$ cat src/rtl/mce_pkg.sv
`timescale 1ns / 1ps
package mce_pkg;

  localparam int PIX_W       = 4;
  localparam int CELL_PIXELS = 32;
  localparam int ADDR_W      = $clog2(CELL_PIXELS);
  localparam int NUM_COLORS  = 16;
  localparam int COLOR_IDX_W = $clog2(NUM_COLORS);
  localparam int NUM_SLOTS   = 3;

  localparam logic [1:0] KIND_BITMAP = 2'd0;
  localparam logic [1:0] KIND_SCREEN = 2'd1;
  localparam logic [1:0] KIND_COLOR  = 2'd2;

  localparam logic [1:0] CODE_BG    = 2'd0;
  localparam logic [1:0] CODE_FIRST = 2'd1;
  localparam logic [1:0] CODE_SEC   = 2'd2;
  localparam logic [1:0] CODE_OTHER = 2'd3;

  typedef struct packed {
    logic [PIX_W-1:0] s0;
    logic [PIX_W-1:0] s1;
    logic [PIX_W-1:0] s2;
  } slots_t;

  function automatic logic [1:0] pixel_code(input logic [PIX_W-1:0] p,
                                            input logic [PIX_W-1:0] bg,
                                            input slots_t sl);
    logic [1:0] c;
    if (p == bg) c = CODE_BG;
    else if (p == sl.s0) c = CODE_FIRST;
    else if (p == sl.s1) c = CODE_SEC;
    else c = CODE_OTHER;
    return c;
  endfunction

endpackage

$ cat src/rtl/mce_ram.sv
`timescale 1ns / 1ps
module mce_ram #(
  parameter int WIDTH = 4,
  parameter int DEPTH = 32
) (
  input  logic                     clk,
  input  logic                     we,
  input  logic [$clog2(DEPTH)-1:0] waddr,
  input  logic [WIDTH-1:0]         wdata,
  input  logic [$clog2(DEPTH)-1:0] raddr,
  output logic [WIDTH-1:0]         rdata
);

  logic [WIDTH-1:0] mem [DEPTH];

  always_ff @(posedge clk) begin
    if (we) begin
      mem[waddr] <= wdata;
    end
    rdata <= mem[raddr];
  end

endmodule

$ cat src/rtl/mce_pick.sv
`timescale 1ns / 1ps
module mce_pick
  import mce_pkg::*;
(
  input  logic                  clk,
  input  logic                  rst,
  input  logic                  start,
  input  logic [NUM_COLORS-1:0] present,
  output logic                  done,
  output slots_t                slots
);

  logic                   busy;
  logic [COLOR_IDX_W-1:0] c;
  logic [1:0]             found;
  logic                   hit;

  assign hit = present[c] && (found != 2'(NUM_SLOTS));

  always_ff @(posedge clk) begin
    if (rst) begin
      busy  <= 1'b0;
      done  <= 1'b0;
      c     <= '0;
      found <= '0;
    end else begin
      done <= 1'b0;
      if (start) begin
        busy  <= 1'b1;
        c     <= '0;
        found <= '0;
      end else if (busy) begin
        if (hit) begin
          found <= found + 2'd1;
        end
        c <= c + 1'b1;
        if (c == COLOR_IDX_W'(NUM_COLORS - 1) ||
            (hit && found == 2'(NUM_SLOTS - 1))) begin
          busy <= 1'b0;
          done <= 1'b1;
        end
      end
    end
  end

  always_ff @(posedge clk) begin
    if (start) begin
      slots <= '0;
    end else if (busy && hit) begin
      case (found)
        2'd0:    slots.s0 <= c;
        2'd1:    slots.s1 <= c;
        default: slots.s2 <= c;
      endcase
    end
  end

endmodule

$ cat src/rtl/multicolor_cell_encoder.sv
`timescale 1ns / 1ps
// Multicolor cell encoder: takes the 32 wide pixels of one 8x8 cell (4-bit colors, row-major,
// one item per cycle while s_axis_tready is high) and then emits ten bytes: eight bitmap rows,
// the screen byte and the color byte (tlast). After the 32nd pixel the input stalls while the
// block scans the 16 color presence bits one per cycle (ending once three colors are found or
// after the last bit), then rebuilds each row from the pixel RAM with its single read port,
// then sends the last two bytes. A stalled sink holds the row build.
// background_color (cfg_data, written on cfg_we) must be changed only while the block is idle.
module multicolor_cell_encoder
  import mce_pkg::*;
(
  input  logic       clk,
  input  logic       rst,
  input  logic       cfg_we,
  input  logic [3:0] cfg_data,       // background_color
  input  logic       s_axis_tvalid,
  output logic       s_axis_tready,
  input  logic [7:0] s_axis_tdata,   // [3:0] pixel_color, [7:4] zero
  output logic       m_axis_tvalid,
  input  logic       m_axis_tready,
  output logic [7:0] m_axis_tdata,   // [7:0] out_byte
  output logic [1:0] m_axis_tuser,   // [1:0] byte_kind
  output logic       m_axis_tlast    // last_of_cell
);

  localparam logic [2:0] ST_COLLECT = 3'd0;
  localparam logic [2:0] ST_PICK    = 3'd1;
  localparam logic [2:0] ST_RD      = 3'd2;
  localparam logic [2:0] ST_SH      = 3'd3;
  localparam logic [2:0] ST_ROW     = 3'd4;
  localparam logic [2:0] ST_SCREEN  = 3'd5;
  localparam logic [2:0] ST_COLOR   = 3'd6;

  logic [2:0]            state;
  logic [PIX_W-1:0]      background;
  logic [ADDR_W-1:0]     count;
  logic [ADDR_W-1:0]     idx;
  logic [NUM_COLORS-1:0] color_present;
  logic [7:0]            row;
  logic [PIX_W-1:0]      pix;
  logic [PIX_W-1:0]      rdata;
  logic                  in_acc;
  logic                  out_free;
  logic                  emit;
  logic                  pick_start;
  logic                  pick_done;
  slots_t                slots;
  logic [NUM_COLORS-1:0] present;

  assign pix           = s_axis_tdata[PIX_W-1:0];
  assign s_axis_tready = (state == ST_COLLECT);
  assign in_acc        = s_axis_tvalid && s_axis_tready;
  assign out_free      = !m_axis_tvalid || m_axis_tready;
  assign emit          = out_free && (state inside {ST_ROW, ST_SCREEN, ST_COLOR});
  assign pick_start    = in_acc && (count == ADDR_W'(CELL_PIXELS - 1));
  assign present       = color_present & ~(NUM_COLORS'(1) << background);

  mce_ram #(.WIDTH(PIX_W), .DEPTH(CELL_PIXELS)) u_ram (
    .clk   (clk),
    .we    (in_acc),
    .waddr (count),
    .wdata (pix),
    .raddr (idx),
    .rdata (rdata)
  );

  mce_pick u_pick (
    .clk     (clk),
    .rst     (rst),
    .start   (pick_start),
    .present (present),
    .done    (pick_done),
    .slots   (slots)
  );

  always_ff @(posedge clk) begin
    if (rst) begin
      background <= '0;
    end else if (cfg_we) begin
      background <= cfg_data;
    end
  end

  always_ff @(posedge clk) begin
    if (rst) begin
      state         <= ST_COLLECT;
      count         <= '0;
      idx           <= '0;
      color_present <= '0;
      m_axis_tvalid <= 1'b0;
    end else begin
      if (emit) begin
        m_axis_tvalid <= 1'b1;
      end else if (m_axis_tvalid && m_axis_tready) begin
        m_axis_tvalid <= 1'b0;
      end
      case (state)
        ST_COLLECT: begin
          if (in_acc) begin
            count <= count + 1'b1;
            if (pix != background) begin
              color_present <= color_present | (NUM_COLORS'(1) << pix);
            end
            if (pick_start) begin
              state <= ST_PICK;
            end
          end
        end
        ST_PICK: begin
          if (pick_done) begin
            color_present <= '0;
            idx           <= '0;
            state         <= ST_RD;
          end
        end
        ST_RD: begin
          state <= ST_SH;
        end
        ST_SH: begin
          idx <= idx + 1'b1;
          if (idx[1:0] == 2'd3) begin
            state <= ST_ROW;
          end else begin
            state <= ST_RD;
          end
        end
        ST_ROW: begin
          if (out_free) begin
            state <= (idx == '0) ? ST_SCREEN : ST_RD;
          end
        end
        ST_SCREEN: begin
          if (out_free) begin
            state <= ST_COLOR;
          end
        end
        ST_COLOR: begin
          if (out_free) begin
            state <= ST_COLLECT;
          end
        end
        default: begin
          state <= ST_COLLECT;
        end
      endcase
    end
  end

  always_ff @(posedge clk) begin
    if (state == ST_SH) begin
      row <= {row[5:0], pixel_code(rdata, background, slots)};
    end
    if (out_free) begin
      case (state)
        ST_ROW: begin
          m_axis_tdata <= row;
          m_axis_tuser <= KIND_BITMAP;
          m_axis_tlast <= 1'b0;
        end
        ST_SCREEN: begin
          m_axis_tdata <= {slots.s0, slots.s1};
          m_axis_tuser <= KIND_SCREEN;
          m_axis_tlast <= 1'b0;
        end
        ST_COLOR: begin
          m_axis_tdata <= {4'd0, slots.s2};
          m_axis_tuser <= KIND_COLOR;
          m_axis_tlast <= 1'b1;
        end
        default: begin
        end
      endcase
    end
  end

endmodule
$ cat config.mk
export PLATFORM = sky130hd
export DESIGN_NAME = multicolor_cell_encoder
export DESIGN_NICKNAME = d
export VERILOG_FILES = /design/src/rtl/mce_pkg.sv /design/src/rtl/mce_ram.sv /design/src/rtl/mce_pick.sv /design/src/rtl/multicolor_cell_encoder.sv
export SDC_FILE = /design/constraint.sdc
export NUM_CORES = 1
export LEC_CHECK = 0
export BUFFER_PORTS_ARGS = -buffer_cell sky130_fd_sc_hd__buf_4
export CORE_MARGIN = 5
export CORE_UTILIZATION = 65
export CTS_BUF_LIST = sky130_fd_sc_hd__clkbuf_8
export DETAILED_ROUTE_END_ITERATION = 8
export PLACE_DENSITY = 0.94
export SKIP_CTS_REPAIR_TIMING = 1
export SYNTH_ARGS = -nofsm -noshare
export SYNTH_HDL_FRONTEND = slang
export SYNTH_HIERARCHICAL = 1
export SYNTH_SLANG_ARGS = --single-unit
export TNS_END_PERCENT = 5
$ cat constraint.sdc
create_clock -name clk -period 3.9 [get_ports clk]
set_input_delay 0.78 -clock clk [delete_from_list [all_inputs] [get_ports clk]]
set_output_delay 0.78 -clock clk [all_outputs]
set_load 0.05 [all_outputs]
### After elaboration in Yosys (flattened, before gate mapping)

Memories as Yosys holds them, arrays and structs flattened. A register that Yosys moved wholly into a read port is not among the register bits.
Cells that the tools add are included.

* add/subtract/negate cells: 4
* order comparisons: 1
* equality and inequality tests: 23
* shift-type cells: 2
* mux-type cells: 30
* bitwise gates (word level): 5
* reductions and logical operators: 33

Operators with widths (count)
* 2-to-1 mux 16 bit: 3
* one-hot mux 16 bit (2 select lines): 1
* left shift 1 x 4 -> 16 bit (first input constant): 2
* 2-to-1 mux 3 bit: 8
* one-hot mux 8 bit (3 select lines): 1
* one-hot mux 3 bit (7 select lines): 1
* AND 16 bit: 1
* NOT 16 bit: 1
* OR 16 bit: 1
* AND reduction 2 bit: 8
* == test 4 bit: 3
* 2-to-1 mux 1 bit: 11
* adder 5 x 1 -> 5 bit (second input constant): 2
* one-hot mux 5 bit (2 select lines): 1
* == test 3 bit (second input constant): 3
* inequality test 2 x 1 -> 1 bit (second input constant): 4
* inequality test 2 bit (second input constant): 4
* nonzero test 2 bit: 4
* OR reduction 2 bit: 4
* logical AND 1 bit: 7
* == test 3 x 2 -> 1 bit (second input constant): 2
* one-hot mux 2 bit (3 select lines): 1
* AND reduction 6 bit: 1
* == test 5 bit (second input constant): 1
* 20 further kinds: 23

* flip-flop bits (word level): 73
* bits in writable memories: 128
* output and inout bits: 13
* logic and storage cells: 118
* memories: 1

Memories
* u_ram.mem: words 32, bits a word 4, read ports 1, clocked after memory_dff 1, write ports 1, line mce_ram.sv:14 `logic [WIDTH-1:0] mem [DEPTH];`

### Longest topological paths before layout

Gate-level depths: netlist of run 1.

* depth after elaboration: 11
* gate-level depth with buffers: 9

### Hierarchy

Netlist of run 1, hierarchy kept.

By module, submodules not included
* mce_ram: times used 1, cells each 231, area an instance 5138.7 um^2, sequential area each 3923.8 um^2
* multicolor_cell_encoder: times used 1, cells each 263, area an instance 2696.3 um^2, sequential area each 1251.2 um^2
* mce_pick: times used 1, cells each 122, area an instance 1097.3 um^2, sequential area each 400.4 um^2

### Worst setup path after synthesis of run 1

No wires, ideal clock.

* path type: reg-to-output
* start point: register state[0]
* end point: output s_axis_tready
* arrival time: 1.913 ns
* data required time: 3.120 ns
* path slack: 1.207 ns
* stages on the path, launching flop included: 4
* path through: dfxtp_1 -> clkbuf_1 -> clkbuf_1 -> nor3_1

* cells in the longest elaborated chain, start to end: 1

RTL lines
* start: declaration: line multicolor_cell_encoder.sv:34 `logic [2:0] state;`
* start signal: assignment: line multicolor_cell_encoder.sv:129 `state <= (idx == '0) ? ST_SCREEN : ST_RD;`
* logical NOT 3 bit: line multicolor_cell_encoder.sv:51 `assign s_axis_tready = (state == ST_COLLECT);`
* end: declaration: line multicolor_cell_encoder.sv:17 `output logic s_axis_tready,`

No other way between the ends.

==> impl_results.md, run 1 <==
* Primary FF master, synth: edfxtp_1
* Chip height at 127.2 um
* Upper clock frequency limit at 358.6 MHz
* Number of global-route vias before repair at 5,601
* Clock sinks at 205
* EDFF count, synth at 147
* ANT nets after route at 0
* Place WS at 1081 ps
* Clk root buf: clkbuf_8
* Vias at 5,479
* Register share of total power at 55.4%
* Crit Reg-Reg Startpoint: idx[0]
* Hold path start: u_pick/slots[3]
* Final Hold Viols at 0
* CP required at 4300 ps
* Netlist cell types at 56
* Pint at 3.363 mW
* CP max stage delay at 960 ps
* Synth Area in Compound Gates at 8.475%
* Total wire length at 18.20 mm
* Post-Synthesis Cell Area at 8932 sq um
* CTS tree: built
* Syn nets at 642
* Worst setup SP type: register
* Power density over the cells at 435.6 nW/um^2
* Final min period at 2789 ps
* Hold crit path type: register to register
* Starting Density at 66.92%
* Slowest CP cell: dfxtp_2
* Number of antenna diodes at 0
* Synth Area in XOR/XNOR at 2.157%
* Synth-to-layout area growth at 10.18%
* Slew Viols, Final at 0
* Register area share after synthesis at 62.42%
* Max Clock Skew at 11.54 ps
* Num CTS Buffers at 34
* Max-Cap Viols at 0
* Fin nets at 673
* Longest Clk Path Bufs at 3
* Slew @ Worst Pin at 1041 ps
* Global route overflow at 0
* Combinational power share at 3.0%
* First-pass GRT wire length at 29.50 mm
* Clock power share at 41.7%
* Leak at 3.325 nW
* Max-slew headroom at 30.48%
* Switch share at 21.57%
* Setup CP Type: register to register
* Fin crit share at 71.51%
* Status: complete, no violations
* Clk Latency, worst-skew pair at 520 ps
* Synth Area in Adders at 1.261%
* WL/cell at 21.53 um
* Core outline area at 13,350 sq um
* Sequential Area at 5577 sq um
* Commonest non-fill, non-tap cell in the layout: edfxtp_1
* Drt first pass iters at 5
* Placed cells at 787
* Routed vias/inst at 6.484
* Share of layout cells above drive strength 1 at 20.78%
* Crit-path cells: buf_4 > mux4_2 > mux4_2 > mux2_2
* Port bufs at 25
* Mux cell area share after synthesis at 13.74%
* Hold WS at 480.2 ps
* Cell mode on critical path: mux4_2
* Kind of end point of the critical path: register
* Crit path from: idx[0]
* Routability congestion estimate at 0.8512
* Crit path max fanout at 30
* Synth Register Bits at 205
* Synthesis Warnings at 6
* DRC errors left at 0
* Fill cells at 807
* Async SR Flop Fraction at 0%
* Post-Synth Simple-Gate Area at 9.035%
* Maximum VDD drop at 0.3347 mV
* Die Wd at 127.2 um
* Commonest non-fill, non-tap cells in the layout: edfxtp_1 (147), dfxtp_1 (57), nor2_1 (53)
* Post-route setup slack at 1111 ps
* # IOs at 30
* Fin cells at 845
* CTS H-tree lvls at 2
* Area of the multi-input gates at 3097 sq um
* Global-route total usage across every layer at 23.20%
* RSZ-0062 raised after global routing: false
* CP Data Arrival Time at 3180 ps
* Largest family of logic cells by synthesized area: multiplexers
* Clk pin slew, worst setup/hold paths at 60 ps
* Sum Neg Setup Slack at 0 ps
* Die area at 16,190 sq um
* Largest net degree at the start of global routing at 40
* Initial antenna violation count at 0
* Syn avg cell area at 14.50 sq um
* P_sw at 0.9249 mW
* Final Total Pwr at 4.288 mW
* Final setup fails at 0
* Initial DRC count at 484
* Mapped Cells at 616
* Post-DP HPWL at 11.75 mm
* # rows at 42
## path summary, 6_finish.rpt
path	end	slack [ps]	cells past startpoint
setup / recovery	u_ram/rdata[1]	1110	4
hold / removal	u_pick/slots[3]	480	2
setup reg to reg	u_ram/rdata[1]	1110	4
hold reg to reg	u_pick/slots[3]	480	2
## per-layer routing
metal | up-vias | global-route usage (%) | share of wire (%)
li1 | 2434 | - | -
met4 | 0 | 10.66 | 3.5
met2 | 256 | 38.85 | 51
met3 | 56 | 4.841 | 6.7
met1 | 2733 | 29.32 | 39
met5 | - | 0 | 0
## power groups by stage
stage,combinational (mW),clock [mW],sequential [mW]
after floorplan,0.0815,0,2.41
after global placement,0.116,0,2.42
after detailed placement,0.125,0,2.42
after CTS,0.126,1.82,2.37
after global routing,0.138,1.94,2.38
final,0.127,1.79,2.37
## through the flow
stage,util (%),area [sq um]
detailed placement,68.91,9198
finish,73.73,9842
CTS,73.73,9842
floorplan,-,8932
global placement,68.91,9198
global route,73.73,9842
## sequential cells by signal, summed over array words and instances (netlist names)
| name | cells |
|---|---|
| m_axis_tlast | 1 |
| m_axis_tdata | 8 |
| color_present | 16 |
| row | 8 |
| u_ram/rdata | 4 |
| u_pick/busy | 1 |
| state | 3 |
| m_axis_tuser | 2 |
| u_pick/c | 4 |
| m_axis_tvalid | 1 |
| u_ram/mem | 128 |
| background | 4 |
| idx | 5 |
| u_pick/done | 1 |
| u_pick/slots | 12 |
| u_pick/found | 2 |
| count | 5 |
## cells by family after synthesis
| logic type | Yosys count |
|---|---|
| fa+ha+maj | 9 |
| flops | 205 |
| buf+inv | 55 |
| compound gates | 98 |
| simple gates | 155 |
| mux | 72 |
| xor+xnor | 22 |
## area by class of cell
cell class                      count  area share (%)
Inverter                           19          0.7246
Sequential cell                   205           56.66
Multi-Input combinational cell    356           31.46
Clock buffer                       38           5.314
Tap cell                          176           2.237
Timing Repair Buffer               31           2.365
Clock inverter                     20           1.233
## synth_stat cells (5+ instances only)
cell / instances / area, sq um
edfxtp_1: 147 / 4414
nand3_1: 15 / 75.07
xnor2_1: 6 / 52.55
mux2i_1: 27 / 270.3
nor3b_1: 5 / 37.54
and3_1: 5 / 31.28
mux4_2: 40 / 900.9
o21ai_0: 18 / 90.09
ha_1: 9 / 112.6
nand2_1: 27 / 101.4
buf_6: 6 / 67.56
mux2_2: 5 / 56.30
dfxtp_1: 58 / 1161
a22o_1: 28 / 245.2
buf_2: 7 / 35.03
xor2_1: 16 / 140.1
clkbuf_1: 18 / 67.56
a21oi_1: 11 / 55.05
nand3b_1: 7 / 52.55
nor2b_1: 16 / 100.1
inv_1: 19 / 71.32
a21boi_0: 9 / 67.56
nor2_1: 53 / 198.9
buf_1: 5 / 18.77
## worst max-delay path, delay by kind of cell (launching register included)
kind	cells	cell delay, ps
muxes	3	1310
buffers and inverters	1	360
DFF	1	960
(Power assumes the default switching activity.)
==> run 2: changes to the inputs <==
Settings changed: CORE_UTILIZATION 65 to 58, PLACE_DENSITY 0.94 to 0.89.
Clock period 3.9 ns to 2.3 ns, I/O delays scaled along.
==> run 2 against run 1 <==
  * Core utilization fell by 7.4 points
  * Sequential power rose by 70%
  * Non-clock buffer count rose by 16
  * Final area rose by 2.1%
  * Combinational power rose by 93%
  * Global-route usage fell by 2.1 points
  * Cell count rose by 4.0%
  * Critical path depth did not move
  * Largest power group unchanged
==> impl_results.md, run 2 (same netlist as run 1, synthesis figures left out) <==
* Total wire length at 18.57 mm
* Max-Cap Viols at 0
* Fill cells at 987
* Clk root buf: clkbuf_8
* Num CTS Buffers at 35
* Number of global-route vias before repair at 5,625
* Chip height at 134.1 um
* Die Wd at 134.1 um
* Commonest non-fill, non-tap cells in the layout: edfxtp_1 (147), dfxtp_1 (55), nor2_1 (52)
* Die area at 17,980 sq um
* Largest net degree at the start of global routing at 37
* Synth-to-layout area growth at 12.49%
* RSZ-0062 raised after global routing: true
* Routability congestion estimate at 0.8495
* Initial DRC count at 453
* Final Total Pwr at 7.320 mW
* Crit-path cells: nor4b_4 > buf_4 > nand3_1 > nor2_1
* Routed vias/inst at 6.231
* Placed cell areas at 9375 sq um
* Slew Viols, Final at 0
* Area of the multi-input gates at 3117 sq um
* Global route overflow at 0
* Maximum VDD drop at 0.5306 mV
* Starting Density at 58.98%
* Global-route total usage across every layer at 21.12%
* Max-slew headroom at 60.31%
* Fin crit share at 96.38%
* Post-DP HPWL at 12.64 mm
* CP max stage delay at 500 ps
* Hold crit path type: input pin to register
* Core outline area at 15,150 sq um
* Final setup fails at 0
* Vias at 5,477
* WL/cell at 21.12 um
* Slew @ Worst Pin at 592.7 ps
* First-pass GRT wire length at 29.65 mm
* Slowest CP cell: nor2_1
* Top Family by Delay on Critical Path: simple AND/OR/NAND/NOR gates
* Leak at 3.451 nW
* Top reg by flops: u_ram/mem
* Max Clock Skew at 30.56 ps
* Status: complete, no violations
* Upper clock frequency limit at 451.1 MHz
* DRC errors left at 0
* Sequential Area at 5579 sq um
* # rows at 45
* Port bufs at 25
* Clk pin slew, worst setup/hold paths at 60 ps
* ANT nets after route at 0
* Share of layout cells above drive strength 1 at 23.01%
* CP required at 2460 ps
* Initial antenna violation count at 0
* CP Data Arrival Time at 2380 ps
* Longest Clk Path Bufs at 3
* Buf/Inv on CP at 1
* Fin nets at 690
* Worst setup SP type: register
* # IOs at 30
* Final Hold Viols at 0
* Kind of end point of the critical path: register
* CTS H-tree lvls at 2
* CTS tree: built
* Clk Latency, worst-skew pair at 530 ps
* Drt first pass iters at 5
* Clock sinks at 205
* Number of antenna diodes at 0
* Final min period at 2217 ps
* Setup CP Type: register to register
* Top flop regs: u_ram/mem: 128 flops, color_present: 16 flops, u_pick/slots: 12 flops
* Hold WS at 164.9 ps
* Sum Neg Setup Slack at 0 ps
* Commonest non-fill, non-tap cell in the layout: edfxtp_1
* Final instance area at 10,050 sq um
* Power density over the cells at 728.5 nW/um^2
* Post-layout util at 66.34%
* Max reg flops at 128
* Crit path max fanout at 10
==> run 2: path summary, 6_finish.rpt <==
| path | from | endpoint | slack [ps] | cells past startpoint |
|---|---|---|---|---|
| hold / removal | cfg_data[1] | background[1] | 160 | 3 |
| setup reg to reg | state[0] | u_ram/mem[11][1] | 80 | 4 |
| hold reg to reg | u_pick/slots[3] | u_pick/slots[3] | 470 | 2 |
| setup / recovery | state[0] | u_ram/mem[11][1] | 80 | 4 |
==> run 2: tightest hold or removal path, stage by stage <==
cell and delay (ps):
buf_4 80, mux2i_1 50, nor2_1 70
==> run 2: area by class of cell <==
| class | instances | area share, % |
|---|---|---|
| Multi-Input combinational cell | 356 | 31.02 |
| Tap cell | 188 | 2.341 |
| Inverter | 19 | 0.7097 |
| Clock buffer | 38 | 5.205 |
| Sequential cell | 205 | 55.52 |
| Timing Repair Buffer | 47 | 3.885 |
| Clock inverter | 26 | 1.320 |
==> run 2: where the power goes <==
part	internal, mW	total (mW)	switching [mW]
combinational	0.0935	0.245	0.151
sequential	3.99	4.02	0.0344
clock	1.64	3.05	1.42
total	5.72	7.32	1.60
==> run 2: metrics by stage <==
stage	setup slack [ps]	instances
2_1_floorplan	176.4	616
3_3_place_gp	95.35	815
3_5_place_dp	-50.11	815
4_1_cts	-60.88	879
5_1_grt	-17.78	879
6_report	83.19	879
==> run 2: per-layer routing <==
layer  track usage (%)  wire length [um]  vias up
met5                 0                 0        -
met4             8.201               538        0
met3             5.476              1228       44
met2             35.49              9366      204
met1             26.51              7435     2773
li1                  -                 -     2456
==> run 3: changes to the inputs <==
--- a/config.mk
+++ b/config.mk
@@ -6,9 +6,9 @@
 export NUM_CORES = 1
 export LEC_CHECK = 0
-export BUFFER_PORTS_ARGS = -buffer_cell sky130_fd_sc_hd__buf_4
 export CORE_MARGIN = 5
-export CORE_UTILIZATION = 58
+export CORE_UTILIZATION = 59
 export CTS_BUF_LIST = sky130_fd_sc_hd__clkbuf_8
 export DETAILED_ROUTE_END_ITERATION = 8
+export DONT_BUFFER_PORTS = 1
 export PLACE_DENSITY = 0.89
 export SKIP_CTS_REPAIR_TIMING = 1
==> constraint.sdc (replaced) <==
create_clock -name clk -period 2.3 [get_ports clk]
set_input_delay 0.46 -clock clk [delete_from_list [all_inputs] [get_ports clk]]
set_output_delay 0.46 -clock clk [all_outputs]
set_load 0.02 [all_outputs]
==> run 3 against run 2 <==
  * Non-clock buffer count down 26
  * Setup slack worse by 13 ps
  * Sequential cell count unchanged
  * Critical path type unchanged
  * Largest cell class unchanged
==> impl_results.md, run 3 (same netlist as run 1, synthesis figures left out) <==
* Upper clock frequency limit at 448.5 MHz
* Max-Cap Viols at 0
* Drt first pass iters at 5
* Hold WS at 61.60 ps
* Fin cells at 847
* Routability congestion estimate at 0.8544
* Slew Viols, Final at 0
* Max Clock Skew at 29.02 ps
* Fin crit share at 96.94%
* Number of global-route vias before repair at 5,482
* Crit path max fanout at 14
* Share of layout cells above drive strength 1 at 20.49%
* Worst setup SP type: register
* Top flop regs: u_ram/mem: 128 flops, color_present: 16 flops, u_pick/slots: 12 flops
* Slew @ Worst Pin at 845.0 ps
* Leak at 3.328 nW
* Total wire length at 18.43 mm
* Post-layout util at 66.04%
* Max reg flops at 128
* Number of antenna diodes at 0
* Starting Density at 59.42%
* Chip height at 133.0 um
* # rows at 45
* Initial DRC count at 499
* Final min period at 2230 ps
* Global route overflow at 0
* Clk pin slew, worst setup/hold paths at 70 ps
* First-pass GRT wire length at 29.16 mm
* Longest Clk Path Bufs at 3
* Initial antenna violation count at 0
* Port bufs at 0
* Top reg by flops: u_ram/mem
* Hold crit path type: input pin to register
* # IOs at 30
* Clock sinks at 205
* ANT nets after route at 0
* Placed cells at 784
* Largest net degree at the start of global routing at 40
* Maximum VDD drop at 0.5814 mV
* Status: complete, no violations
* Final Total Pwr at 7.391 mW
* Synth-to-layout area growth at 11.15%
* Commonest non-fill, non-tap cell in the layout: edfxtp_1
* Core outline area at 15,030 sq um
* Vias at 5,389
* Die area at 17,700 sq um
* Fin nets at 660
* CTS tree: built
* Final setup fails at 0
* CTS H-tree lvls at 1
* Setup CP Type: register to register
* Clk Latency, worst-skew pair at 570 ps
* Clk root buf: clkbuf_8
* Sum Neg Setup Slack at 0 ps
* RSZ-0062 raised after global routing: false
* CP Data Arrival Time at 2660 ps
* Routed vias/inst at 6.362
* DRC errors left at 0
* Global-route total usage across every layer at 20.63%
* Commonest non-fill, non-tap cells in the layout: edfxtp_1 (147), dfxtp_1 (56), nor2_1 (53)
* WL/cell at 21.76 um
* Kind of end point of the critical path: register
* Final Hold Viols at 0
* Power density over the cells at 744.5 nW/um^2
* CP required at 2730 ps
* Max-slew headroom at 43.48%
* Post-DP HPWL at 11.87 mm
* Die Wd at 133.0 um
* Num CTS Buffers at 31
-- run 3: worst paths after layout --
| kind | start | end | slack, ps | depth (start not counted) |
|---|---|---|---|---|
| max | idx[0] | u_ram/rdata[0] | 70 | 4 |
| min reg2reg | row[2] | row[4] | 470 | 0 |
| max reg2reg | idx[0] | u_ram/rdata[0] | 70 | 4 |
| min | cfg_data[2] | background[2] | 60 | 2 |
-- run 3: layer usage --
metal / wire length, um / GRT usage (%)
met4: 554 / 7.910
met5: 0 / 0
met1: 7056 / 25.54
met3: 1371 / 4.030
met2: 9449 / 35.92
-- run 3: worst max-delay path, stage by stage, from the launching register on --
cell and delay [ps]:
dfxtp_2 490, buf_12 210, mux4_2 540, mux4_2 530, mux2_2 310
-- run 3: stage by stage --
| stage | cell area, sq um | worst slack (ps) |
|---|---|---|
| global route | 9928 | 17.29 |
| floorplan | 8932 | 176.4 |
| detailed placement | 9150 | 132.9 |
| finish | 9928 | 70.37 |
| CTS | 9827 | 42.71 |
| global placement | 9150 | 196.1 |
-- run 3: cell type report --
class	instances	area, sq um
inverter	19	71.32
sequential	205	5578
clock inverter	22	181.4
clock buffer	36	495.5
multi-input combinational	356	3107
tap	188	235.2
timing repair buffer	21	260.3
fill	948	5105
-- run 3: report_power, final --
part | internal (mW) | total [mW] | switching [mW]
Sequential | 3.98 | 4.02 | 0.0341
Clock | 1.78 | 3.15 | 1.37
Combinational | 0.0900 | 0.225 | 0.135
Total | 5.85 | 7.39 | 1.54
